$ cat src/rtl/sfs_pkg.sv
// Shared sizes, limits and memory write request types for the site frequency spectrum block.
// No dependencies; every other file refers to this package by scoped names.
`timescale 1ns / 1ps

package sfs_pkg;

   localparam int MAX_SITES      = 1024;
   localparam int MAX_HAPLOTYPES = 64;

   localparam int SITE_AW      = $clog2(MAX_SITES);
   localparam int SITE_PW      = SITE_AW + 1;
   localparam int CLASS_W      = $clog2(MAX_HAPLOTYPES);
   localparam int HAP_W        = CLASS_W + 1;
   localparam int SITE_COUNT_W = 7;
   localparam int COUNT_W      = 11;

   localparam logic [COUNT_W-1:0] COUNT_MAX      = 11'd2047;
   localparam logic [COUNT_W-1:0] SITE_COUNT_MAX = 11'd127;

   typedef struct packed {
      logic                    en;
      logic [SITE_AW-1:0]      addr;
      logic [SITE_COUNT_W-1:0] data;
   } count_wr_type;

   typedef struct packed {
      logic               en;
      logic [CLASS_W-1:0] addr;
      logic [COUNT_W-1:0] data;
   } spec_wr_type;

endpackage

$ cat src/rtl/sfs_sat_add.sv
// Shared saturating adder used for site counts, histogram bins and folding.
// Depends on sfs_pkg for the count width.
`timescale 1ns / 1ps

module sfs_sat_add (
   input  logic [sfs_pkg::COUNT_W-1:0] a,
   input  logic [sfs_pkg::COUNT_W-1:0] b,
   input  logic [sfs_pkg::COUNT_W-1:0] limit,
   output logic [sfs_pkg::COUNT_W-1:0] y
);

   logic [sfs_pkg::COUNT_W:0] sum;

   assign sum = {1'b0, a} + {1'b0, b};
   assign y   = (sum > {1'b0, limit}) ? limit : sum[sfs_pkg::COUNT_W-1:0];

endmodule

$ cat config.mk
export PLATFORM = sky130hd
export DESIGN_NAME = sfs_sat_add
export DESIGN_NICKNAME = d
export VERILOG_FILES = /design/src/rtl/sfs_pkg.sv /design/src/rtl/sfs_sat_add.sv
export SDC_FILE = /design/constraint.sdc
export NUM_CORES = 1
export LEC_CHECK = 0
export ABC_AREA = 0
export BUFFER_PORTS_ARGS = -buffer_cell sky130_fd_sc_hd__buf_4
export CAP_MARGIN = 20
export CELL_PAD_IN_SITES_DETAIL_PLACEMENT = 1
export CELL_PAD_IN_SITES_GLOBAL_PLACEMENT = 2
export CORE_ASPECT_RATIO = 0.8
export CORE_MARGIN = 4
export CORE_UTILIZATION = 25
export DETAILED_ROUTE_END_ITERATION = 7
export GPL_TIMING_DRIVEN = 0
export PLACE_DENSITY_LB_ADDON = 0.1
export SLEW_MARGIN = 20
export SYNTH_ARGS = -nofsm -noshare
export SYNTH_HDL_FRONTEND = slang
export SYNTH_SLANG_ARGS = --single-unit
$ cat constraint.sdc
create_clock -name vclk -period 5.2
set_input_delay 1.04 -clock vclk [all_inputs]
set_output_delay 1.04 -clock vclk [all_outputs]
set_load 0.02 [all_outputs]
== Yosys cells after proc, flatten, opt, wreduce, memory -nomap -nowiden ==
Index checks and enable logic that the tools add are counted.
Storage, ports and cells
  register bits: 0
  input port bits: 33
  output and inout bits: 11
Cells by class
  add/sub/neg operators: 1
  order comparisons: 1
  multiplexer cells: 1
Operators by type and width (number)
  11-bit by 11-bit adder with 12-bit output: 1
  12-bit by 11-bit greater-than comparator with 1-bit output: 1
  11-bit two-way mux: 1

== Logic depth before layout (Yosys ltp) ==
  depth in word-level cells: 3
  gate-level depth with buffers: 15
  gate-level depth less buffers: 14

== Least setup slack after synthesis ==
OpenSTA, ideal clock, no wires.
  path kind: input-to-output
  start point: input a[0] (netlist bit)
  end point: output y[0] (netlist bit)
  arrival: 4297 ps
  data required time: 4160 ps
  setup slack: -137 ps
  stages on the path: 15
  path buffers: 1
  cell sequence: ha_1 -> fa_1 -> a21o_1 -> a2111oi_2 -> o21bai_1 -> a21o_1 -> xor2_1 -> ha_1 -> nand4_1 -> nor2_1 -> o21a_1 -> o41a_1 -> a311oi_2 -> buf_6 -> mux2_4
Between the ends
  longest elaborated chain between the ends: 3
RTL lines
  start, declared: line sfs_sat_add.sv:6  | input logic [sfs_pkg::COUNT_W-1:0] a,
  11-bit by 11-bit adder with 12-bit output *: line sfs_sat_add.sv:14  | assign sum = {1'b0, a} + {1'b0, b};
  12-bit by 11-bit greater-than comparator with 1-bit output: line sfs_sat_add.sv:15  | assign y = (sum > {1'b0, limit}) ? limit : sum[sfs_pkg::COUNT_W-1:0];
  11-bit two-way mux *: line sfs_sat_add.sv:15
  end, declared: line sfs_sat_add.sv:9  | output logic [sfs_pkg::COUNT_W-1:0] y
Mark *: on every way between the ends. The rest lies on a longest branch, timed or not.

== Final worst setup path ==
  start point: input a[0] (netlist bit)
  end point: output y[4] (netlist bit)
Same word-level chain as after synthesis.

==> impl_metrics.toml <==
[cts]
hold_buffers = 0

[sta]
rsz0062_at_grt = "true"
worst_pin_slew_ns = 0.383
layout_min_cycle_time_ns = 5.60
finalCritPeriodShare = 1.08
drv_slew = 0
setup_violations = 11
finalSetupTns_ns = -3.87
fin_ws_ns = -0.398
slew_headroom = 0.745
fmax_mhz = 179
final_hold_viol_count = 0

[worst_setup_path]
max_stage_delay_ns = 0.38
crit_type = "input pin to primary output"
critPathTopFamily = "compound AO/OA/AOI/OAI gates"
path_max_fanout = 5
cp.required_ns = 4.16
cp-end-kind = "primary output"
cp.arrival_ns = 4.56
crit_top_cell = "buf_6"
cp.buffers_inverters = 4
crit_slowest_cell = "o41a_1"
start_kind = "input pin"
crit_chain = "buf_6, ha_4, fa_2, a21o_1, a2111oi_4, o21bai_1, a21o_1, xor2_2, ha_1, nand4_1, nor2_2, o21a_1, o41a_1, a311oi_2, buf_4, buf_6, mux2_4, buf_6"

[placed_design]
dp.final_hpwl_mm = 2.33
placedCellCount = 192
postPlaceCellArea_sq_mm = 0.00135
port_buffers = 44
place_congestion = 0.792
dp_slack_ns = -0.524

[power]
internal_power_mw = 0.171
pwr-share-comb = 1.000
power_frac_seq = 0
power_density_mw_per_mm2 = 202
peakVddDrop_v = 0.0000719
clkPwrFrac = 0
netSwitchingPower_mw = 0.137
p_leak_nw = 0.791
swShare = 0.445

[final_layout]
final_util = 0.431
antennaDiodeCount = 0
regArea_sq_um = 0
final_cell_area_sq_mm = 0.00153
multi_input_area_sq_um = 960
fin_cells = 201
seq_cell_count = 0
drive_gt1_frac = 0.497
num-nets-final = 217
fill_cells = 422
clock_buffers = 0
area_growth_pct = 61.6

[grt]
grt_max_degree = 8
grt_pass1_vias = 1057
grt.total_usage = 0.111
grt_pass1_wl_mm = 4.60
antenna_found_initial = 0
grt_overflow = 0

[flow_run]
drv_cap = 0

[logic_synthesis]
ys_top_cells_by_area = "ha_1, mux2_4, xnor2_1"
synth_area_sq_um = 945
synth_nets = 162
yosysMostFrequentCell = "ha_1"
synth.largest_area_cell = "ha_1"
ys_warn_count = 0
yosysTopAreaCellShare = 0.291
avgSynthCellArea_sq_um = 8.91
synth.distinct_cells = 34
seq_area_frac_synth = 0
syn_inst = 106
synthTopCellsByCount = "ha_1, inv_1, mux2_4, a21oi_1, xnor2_1"

[routing]
first_pass_iters = 4
remaining_drc_errors = 0
ant_nets = 0
vias = 972
routed_wire_length_per_instance_microns = 13.6
viasPerCell = 4.84
drt_iter0_drc = 13
wl_mm = 2.73

[run_status]
outcome = "finished with violations"
violations = "negative setup slack"

[floorplan]
die_w_microns = 76.7
ios = 44
die_y_microns = 63.0
fp.coreArea_sq_mm = 0.00354
row_count = 19
initial_utilization = 0.267
dieArea_sq_mm = 0.00483

[hold_path]
worstHoldPathType = "input pin to primary output"
-- path summary, 6_finish.rpt --
kind	start	endpoint	cells past startpoint	slack, ns
max	a[0]	y[4]	18	-0.40
min	limit[3]	y[3]	3	2.40
-- metal layers --
metal | up-vias | track usage | wire length, microns
met5 | - | 0 | 0
met4 | 0 | 0 | 0
met3 | 0 | 0.0101 | 109
met2 | 20 | 0.200 | 1290
met1 | 451 | 0.152 | 1330
li1 | 501 | - | -
-- layout make-up --
type,instances,share of cell area
buffer,3,0.0123
timing repair buffer,53,0.293
tap,42,0.0344
multi-input combinational,90,0.629
inverter,13,0.0320
-- cell families (layout without fill, tap and decap cells) --
group                      after synthesis  count (layout)  synth area share
xor gates and xnor gates                 9               9            0.0834
AOI/OAI and AO/OA                       30              30             0.253
adders and majority gates               23              23             0.313
muxes                                   11              11             0.171
buffers and inverters                   16              69            0.0715
and+or+nand+nor                         17              17             0.109
-- layout by cell type, fill, tap and decap left out, drive strengths merged, types with 4 or more instances in the layout --
cell type	synthesis	final
a21o	6	6
a21oi	8	8
and3	4	4
buf	1	54
ha	22	22
inv	13	13
mux2	11	11
nor2	4	4
o21ai	4	4
xnor2	7	7
-- power by group through the flow --
stage	clock network [mW]	logic [mW]	registers (mW)
after floorplan	0	0.181	0
after global placement	0	0.262	0
after detailed placement	0	0.265	0
after CTS	0	0.303	0
after global routing	0	0.338	0
final	0	0.308	0
-- through the flow --
step	total power [mW]	hold WS, ns
after global routing	0.338	2.41
after floorplan	0.181	2.24
after global placement	0.262	2.41
final	0.308	2.40
after detailed placement	0.265	2.41
after CTS	0.303	2.41
-- timing repair --
action,CTS,global route
gates resized for setup,16,7
endpoints found under the setup margin,11,11
cloned,1,0
buffers inserted,7,1
pin swaps,3,0
Power figures use the tool's default switching activity.
