File: src/rtl/sfs_pkg.sv
// Shared sizes, limits and memory write request types for the site frequency spectrum block.
// No dependencies; every other file refers to this package by scoped names.
`timescale 1ns / 1ps

package sfs_pkg;

   localparam int MAX_SITES      = 1024;
   localparam int MAX_HAPLOTYPES = 64;

   localparam int SITE_AW      = $clog2(MAX_SITES);
   localparam int SITE_PW      = SITE_AW + 1;
   localparam int CLASS_W      = $clog2(MAX_HAPLOTYPES);
   localparam int HAP_W        = CLASS_W + 1;
   localparam int SITE_COUNT_W = 7;
   localparam int COUNT_W      = 11;

   localparam logic [COUNT_W-1:0] COUNT_MAX      = 11'd2047;
   localparam logic [COUNT_W-1:0] SITE_COUNT_MAX = 11'd127;

   typedef struct packed {
      logic                    en;
      logic [SITE_AW-1:0]      addr;
      logic [SITE_COUNT_W-1:0] data;
   } count_wr_type;

   typedef struct packed {
      logic               en;
      logic [CLASS_W-1:0] addr;
      logic [COUNT_W-1:0] data;
   } spec_wr_type;

endpackage

File: src/rtl/sfs_spectrum_store.sv
// Spectrum bin memory with per-entry valid bits; an entry not valid reads as zero.
// Depends on sfs_pkg for sizes and the write request type.
`timescale 1ns / 1ps

module sfs_spectrum_store (
   input  logic                          clock,
   input  logic                          reset,
   input  logic                          clear,
   input  logic [sfs_pkg::CLASS_W-1:0]   rd_addr,
   input  sfs_pkg::spec_wr_type          wr,
   output logic [sfs_pkg::COUNT_W-1:0]   rd_data
);

   logic [sfs_pkg::COUNT_W-1:0]        mem [sfs_pkg::MAX_HAPLOTYPES];
   logic [sfs_pkg::MAX_HAPLOTYPES-1:0] valid_ff;
   logic [sfs_pkg::MAX_HAPLOTYPES-1:0] valid_in;
   logic [sfs_pkg::COUNT_W-1:0]        rd_data_ff;

   always_comb begin
      valid_in = valid_ff;
      if (clear) begin
         valid_in = '0;
      end else if (wr.en) begin
         valid_in[wr.addr] = 1'b1;
      end
   end

   always_ff @(posedge clock) begin
      if (reset) begin
         valid_ff <= '0;
      end else begin
         valid_ff <= valid_in;
      end
   end

   always_ff @(posedge clock) begin
      if (wr.en) begin
         mem[wr.addr] <= wr.data;
      end
      rd_data_ff <= valid_ff[rd_addr] ? mem[rd_addr] : '0;
   end

   assign rd_data = rd_data_ff;

endmodule

File: config.mk
export PLATFORM = sky130hd
export DESIGN_NAME = sfs_spectrum_store
export DESIGN_NICKNAME = d
export VERILOG_FILES = /design/src/rtl/sfs_pkg.sv /design/src/rtl/sfs_spectrum_store.sv
export SDC_FILE = /design/constraint.sdc
export NUM_CORES = 1
export LEC_CHECK = 0
export ABC_AREA = 1
export BUFFER_PORTS_ARGS = -buffer_cell sky130_fd_sc_hd__buf_4
export CAP_MARGIN = 40
export CORE_MARGIN = 5
export CORE_UTILIZATION = 35
export DETAILED_ROUTE_END_ITERATION = 16
export PLACE_DENSITY_LB_ADDON = 0.2
export SKIP_CTS_REPAIR_TIMING = 1
export SLEW_MARGIN = 20
export SYNTH_ARGS = -nofsm -noshare
export SYNTH_HDL_FRONTEND = slang
export SYNTH_SLANG_ARGS = --single-unit
File: constraint.sdc
create_clock -name clock -period 4.06 [get_ports clock]
set_input_delay 0.609 -clock clock [delete_from_list [all_inputs] [get_ports clock]]
set_output_delay 0.609 -clock clock [all_outputs]
set_load 0.005 [all_outputs]
# Word level (Yosys, flattened, before mapping)
# Memories as Yosys holds them, arrays and structs flattened. A register that Yosys moved wholly into a read port is not among the register bits.
# Index checks and enable logic that the tools add are counted.
[totals]
ff_bits = 64
ramBits = 704
out_inout_bits = 11
memories = 1
[classes]
n_lt_le_gt_ge = 3
n_mux = 6
bitwise = 1
n_reduce_logical = 3
[mem_list]
columns = ["name", "depth", "word_bits", "rd", "rd_ports_with_merged_regs", "write_ports", "line", "rtl"]
rows = [
  ["mem", 64, 11, 1, 1, 1, "sfs_spectrum_store.sv:14", "logic [sfs_pkg::COUNT_W-1:0] mem [sfs_pkg::MAX_HAPLOTYPES];"],
]
[ops]
columns = ["cell", "n"]
rows = [
  ["$or 64x64->64", 1],
  ["$lt 6x7->1 const B", 2],
  ["$bmux 1 s6", 1],
  ["$demux 1 s6", 1],
  ["$ge 6x1->1 const B", 1],
  ["$mux 1", 4],
  ["$reduce_or 2->1", 1],
  ["$logic_and 1x1->1", 1],
  ["$logic_not 1->1", 1],
]

# Logic depth before layout (Yosys ltp)
# Gate-level depths: netlist (run 1).
[logic_depth]
word_depth = 5
depth_mapped = 15

# Worst setup path before layout (run 1)
# No wires, ideal clock.
[synth_timing]
kind = "input-to-reg"
from = "input wr[17] (netlist name)"
to = "memory mem[55][0] (netlist name), enable pin"
setup_ps = 380
t_arrival_ps = 1652
slack_ps = 2029
stages = 4
cell_sequence = "clkinv_1 -> nor3_1 -> inv_1 -> nor2_1"
[synth_between]
elab_chain_cells = 2
[synth_rtl]
columns = ["item", "line", "rtl"]
rows = [
  ["start, declared", "sfs_spectrum_store.sv:10", "input sfs_pkg::spec_wr_type wr,"],
  ["$mux 1", "sfs_spectrum_store.sv:37", "if (wr.en) begin"],
  ["$mux 1 (implied by the code)", "sfs_spectrum_store.sv:38", "mem[wr.addr] <= wr.data;"],
  ["end, declared", "sfs_spectrum_store.sv:14", ""],
]
# Every way passes these cells.

# Final worst setup path (run 1)
[layout_timing]
from = "input rd_addr[0] (netlist name)"
to = "register rd_data_ff (netlist bit rd_data[9]), read port of mem"
[layout_between]
elab_chain_cells = 3
[layout_rtl]
columns = ["item", "line", "rtl"]
rows = [
  ["start, declared", "sfs_spectrum_store.sv:9", "input logic [sfs_pkg::CLASS_W-1:0] rd_addr,"],
  ["$bmux 1 s6", "sfs_spectrum_store.sv:40", "rd_data_ff <= valid_ff[rd_addr] ? mem[rd_addr] : '0;"],
  ["$mux 1 (implied by the code)", "sfs_spectrum_store.sv:40", ""],
  ["$logic_not 1->1 (no source line)", "-", ""],
  ["end, declared", "sfs_spectrum_store.sv:17", "logic [sfs_pkg::COUNT_W-1:0] rd_data_ff;"],
]
# Parallel ways exist; a longest one is shown, timed or not. The select of a mux whose other input is x is not followed.
# A chain may end at the register's enable or synchronous reset.

==> results.sh, run 1 <==
export IMPL_status="completed"
export IMPL_clock_path_buffers=3
export IMPL_synth_most_common_cell="nand2_1"
export IMPL_cp_max_fo=56
export IMPL_finalCritPeriodShare_pct=55.57
export IMPL_fmax_mhz=443.2
export IMPL_crit_path_end_kind="flip-flop"
export IMPL_die_width_um=310.3
export IMPL_met1_length_um=40010
export IMPL_clk_pin_slew_ns=0.06
export IMPL_setup_tns_ns=0
export IMPL_die_area_sq_mm=0.09628
export IMPL_wl_met2_um=41960
export IMPL_cts_sinks=779
export IMPL_synth_area_leaders="edfxtp_1 (67%), nand2_1 (12%), nand3_1 (10%)"
export IMPL_grt_pass1_vias=20692
export IMPL_avgSynthCellArea_sq_um=11.08
export IMPL_ctsRootBufferMaster="clkbuf_16"
export IMPL_synth_cells=2849
export IMPL_design_area_sq_mm=0.03604
export IMPL_pre_cts_ws_ns=1.194
export IMPL_drc=0
export IMPL_peakVddDrop_uv=356.6
export IMPL_max_slew_margin_pct=32.14
export IMPL_cp_arrival_ns=2.79
export IMPL_wirelength_um=89540
export IMPL_worst_slack_ns=1.804
export IMPL_viasPerCell=5.109
export IMPL_start_util_pct=35.17
export IMPL_yosys_most_used_dff="edfxtp_1"
export IMPL_grt_overflow_total=0
export IMPL_finalHoldViolCount=0
export IMPL_grt_use_total_pct=18.45
export IMPL_r2r_slack_ns=2.36
export IMPL_syn2layout_area_growth_pct=14.19
export IMPL_grt_max_degree=176
export IMPL_ctsHtreeMaxLevel=3
export IMPL_synthTopCellsByCount="nand2_1 (985), edfxtp_1 (704), nand3_1 (648)"
export IMPL_die_h_um=310.3
export IMPL_yosysTopAreaCell="edfxtp_1"
export IMPL_port_buffers=37
export IMPL_clock_skew_ns=0.01678
export IMPL_cts_tree="done"
export IMPL_clk_latency_ns=0.64
export IMPL_wl_per_cell_um=21.58
export IMPL_place_congestion=0.9038
export IMPL_synth_edf_count=704
export IMPL_synth_nets=2876
export IMPL_cp_start_kind="input port"
export IMPL_synth_top_area_share_pct=66.98
export IMPL_powerDensity_mw_per_mm2=478.0
export IMPL_io_pins=38
export IMPL_dr_pass1_iters=7
export IMPL_route_vias_total=21196
export IMPL_slew_violations=0
export IMPL_layout_drive_gt1_share_pct=8.745
export IMPL_fill_cells=8635
export IMPL_maxCapViolCount=0
export IMPL_setup_violations=0
export IMPL_fin_crit_ns=2.256
export IMPL_rsz0062_at_grt="false"
export IMPL_core_area_sq_mm=0.08974
export IMPL_diodes=0
export IMPL_top_layer="met5"
export IMPL_grt_pass1_wl_um=134400
export IMPL_synth_seq_cells=779
export IMPL_synth_cell_area_sq_mm=0.03156
export IMPL_cp_required_ns=4.59
export IMPL_synth_seq_area_share_pct=71.74
export IMPL_antenna_found_initial=1
export IMPL_ys_warn_count=0
export IMPL_p_leak_uw=0.01305
export IMPL_fin_nets=2932
export IMPL_wl_met3_um=5449
export IMPL_antenna_left=0
export IMPL_dpl_hpwl_um=51290
export IMPL_postPlaceCellArea_sq_mm=0.03328
export IMPL_ys_async_sr_fraction_pct=0
export IMPL_tightest_slew_ns=1.018
export IMPL_core_rowCount=110
export IMPL_worstSetupPathType="in2reg"
export IMPL_finalPower_uw=17230
export IMPL_cts_buffers=81
export IMPL_initialDrtViolationCount=2092
export IMPL_hold_path_class="in2reg"
export IMPL_synth_cell_types=17
[layout by cell type (no fill, tap or decap), types with 17 or more instances in the layout]
master and instances:
buf_4 127, clkbuf_1 25, clkbuf_16 84, clkinv_1 17, dfxtp_1 75, edfxtp_1 704, inv_1 43, nand2_1 985
nand3_1 648, nor2_1 202
[layer usage]
| metal | vias up | global-route usage [%] |
|---|---|---|
| met2 | 654 | 29.79 |
| met4 | 2 | 5.270 |
| met5 | - | 0 |
| met3 | 123 | 2.913 |
| met1 | 10505 | 26.14 |
| li1 | 9912 | - |
[path summary, 6_finish.rpt]
path | cells past startpoint | startpoint | to
worst min-delay path | 1 | wr[4] | mem[28][4]$_DFFE_PP_
worst max register to register | 10 | valid_ff[31]$_SDFFE_PP0P_ | rd_data[9]$_SDFF_PN0_
worst min register to register | 2 | valid_ff[37]$_SDFFE_PP0P_ | valid_ff[37]$_SDFFE_PP0P_
worst max-delay path | 14 | rd_addr[0] | rd_data[9]$_SDFF_PN0_
[worst max-delay path: stages]
cell and delay [ns]:
buf_8 0.18, clkinv_8 0.25, buf_12 0.31, buf_12 0.20, nand2_1 0.07, nand3_1 0.07
nand3_1 0.14, nand2_1 0.08, nand2_1 0.08, nand3_1 0.10, nand3_1 0.12, nand2_1 0.25
nand2_1 0.15, inv_1 0.05
[area by class of cell]
cell class / instances / area [sq um] / share of cell area, %
flip-flops and latches: 779 / 22640 / 62.83
inverters: 47 / 195.2 / 0.5416
multi-input cells: 1850 / 7775 / 21.57
repair buffers: 146 / 1330 / 3.691
well taps: 1176 / 1471 / 4.083
clock inverters: 34 / 319.1 / 0.8853
clock buffers: 117 / 2306 / 6.399
[stage by stage]
| step | utilization, % | std cells | hold slack (ns) |
|---|---|---|---|
| after detailed placement | 37.09 | 3992 | 0.4582 |
| final | 40.16 | 4149 | 0.2528 |
| after global placement | 37.07 | 3991 | 0.4495 |
| after global routing | 40.16 | 4149 | 0.2386 |
| after CTS | 40.02 | 4143 | 0.3808 |
| after floorplan | - | 2849 | 0.4402 |
[kinds of logic (layout without fill, tap and decap cells)]
family | after synthesis | count (layout) | share of synthesized area (%)
AND/OR/NAND/NOR | 1850 | 1850 | 24.64
flip-flops | 779 | 779 | 71.74
buffers and inverters | 220 | 344 | 3.624
[flip-flops by register name (all words and copies together) (netlist names)]
signal    cells
mem         704
valid_ff     64
rd_data      11
[report_power, final]
group          switching (uW)  total (uW)  internal (uW)
combinational             810        1090            277
clock                    3130        7310           4180
sequential               30.4        8830           8800
No activity file was read; power rests on OpenSTA's default activity.
==> run 2: changes to the inputs <==
Clock period 4.06 ns to 2.3 ns, I/O delays scaled along.
==> run 2 against run 1 <==
Hold slack got worse by 0.12 ns. Global-route usage increased by 0.092 points. First-iteration DRC count decreased by 8.8%. Worst setup slack got worse by 1.2 ns. Count of clock-buffer cells in the layout increased by 9. Largest cell class unchanged. Critical path type is now reg2out.
==> results.sh, run 2 (synthesis results as in run 1) <==
export IMPL_status="completed"
export IMPL_layout_common_cells="nand2_1 (985), edfxtp_1 (704), nand3_1 (648)"
export IMPL_worstHoldStart="wr[2]"
export IMPL_cts_tree="done"
export IMPL_grt_pass1_wl_um=134900
export IMPL_die_area_sq_mm=0.09628
export IMPL_peakVddDrop_uv=650.4
export IMPL_multi_input_area_sq_mm=0.007775
export IMPL_crit_chain="buf_4"
export IMPL_fill_cells=8624
export IMPL_cp_buffers_inverters=1
export IMPL_crit_path_start="rd_data[7]$_SDFF_PN0_"
export IMPL_dpl_hpwl_um=53910
export IMPL_io_pins=38
export IMPL_pre_cts_ws_ns=0.01939
export IMPL_clock_skew_ns=0.06053
export IMPL_dp_cells=4010
export IMPL_rsz0062_at_grt="false"
export IMPL_fin_nets=2948
export IMPL_hold_path_class="in2reg"
export IMPL_setup_violations=0
export IMPL_maxCapViolCount=0
export IMPL_tightest_slew_ns=0.8235
export IMPL_slowest_delay_ns=0.48
export IMPL_syn2layout_area_growth_pct=15.95
export IMPL_regMostFlops="mem"
export IMPL_antenna_found_initial=1
export IMPL_worst_slack_ns=0.6422
export IMPL_postPlaceCellArea_sq_mm=0.03373
export IMPL_setup_tns_ns=0
export IMPL_clock_path_buffers=3
export IMPL_reg2reg_from="valid_ff[47]$_SDFFE_PP0P_"
export IMPL_wirelength_um=90080
export IMPL_cp_arrival_ns=1.31
export IMPL_cp_top_family="flip-flops"
export IMPL_cts_sinks=779
export IMPL_grt_use_total_pct=18.55
export IMPL_slew_violations=0
export IMPL_start_util_pct=35.17
export IMPL_wl_per_cell_um=21.61
export IMPL_place_congestion=0.8552
export IMPL_fmax_mhz=603.2
export IMPL_crit_path_end_kind="output port"
export IMPL_cts_buffers=85
export IMPL_design_area_sq_mm=0.03660
export IMPL_cp_start_kind="flip-flop"
export IMPL_ctsHtreeMaxLevel=3
export IMPL_max_slew_margin_pct=45.10
export IMPL_ctsRootBufferMaster="clkbuf_16"
export IMPL_fin_crit_ns=1.658
export IMPL_cp_max_fo=1
export IMPL_viasPerCell=5.096
export IMPL_grt_max_degree=95
export IMPL_initialDrtViolationCount=1908
export IMPL_largest_reg_flops=704
export IMPL_port_buffers=37
export IMPL_crit_path_top_delay_cell="dfxtp_1"
export IMPL_layout_drive_gt1_share_pct=9.656
export IMPL_antenna_left=0
export IMPL_finalCritPeriodShare_pct=72.08
export IMPL_stdcell_count=4169
export IMPL_powerDensity_mw_per_mm2=854.4
export IMPL_mostFrequentLayoutCell="nand2_1"
export IMPL_diodes=0
export IMPL_clk_pin_slew_ns=0.06
export IMPL_core_area_sq_mm=0.08974
export IMPL_finalHoldViolCount=0
export IMPL_worstSetupPathType="reg2out"
export IMPL_core_rowCount=110
export IMPL_die_h_um=310.3
export IMPL_clk_latency_ns=0.66
export IMPL_cp_required_ns=1.96
export IMPL_grt_overflow_total=0
export IMPL_p_leak_uw=0.01331
export IMPL_drc=0
export IMPL_die_width_um=310.3
export IMPL_regArea_sq_mm=0.02264
export IMPL_route_vias_total=21246
export IMPL_final_util_pct=40.78
export IMPL_dr_pass1_iters=6
export IMPL_grt_pass1_vias=20522
## run 2: layout make-up
cell class | instances | share of cell area [%]
Sequential cell | 779 | 61.87
Multi-Input combinational cell | 1850 | 21.25
Clock buffer | 126 | 6.643
Timing Repair Buffer | 158 | 4.503
Tap cell | 1176 | 4.021
Clock inverter | 33 | 1.183
Inverter | 47 | 0.5334
## run 2: per-stage QoR
step / hold WS, ns / power (uW)
detailed placement: 0.4584 / 17870
global placement: 0.4489 / 17860
finish: 0.1331 / 31270
floorplan: 0.4402 / 16900
CTS: 0.1016 / 31580
global route: 0.1186 / 32340
## run 2: report_power, final
group | switching [uW] | internal (uW) | leakage (uW)
logic | 1460 | 531 | 0.00498
clock network | 5710 | 7990 | 0.00139
registers | 48.2 | 15500 | 0.00694
total | 7220 | 24000 | 0.0133
## run 2: final timing paths
kind	to	slack, ns	cells past startpoint
max reg2reg	rd_data[6]$_SDFF_PN0_	0.68	10
max	rd_data[7]	0.64	1
min	mem[57][2]$_DFFE_PP_	0.13	1
min reg2reg	valid_ff[12]$_SDFFE_PP0P_	0.47	2
## run 2: routing by layer
layer	up-vias	track usage [%]	routed length [um]
met5	-	0	13
li1	9957	-	-
met2	648	30.12	42510
met4	2	4.312	1502
met1	10538	26.78	40980
met3	101	2.532	5071
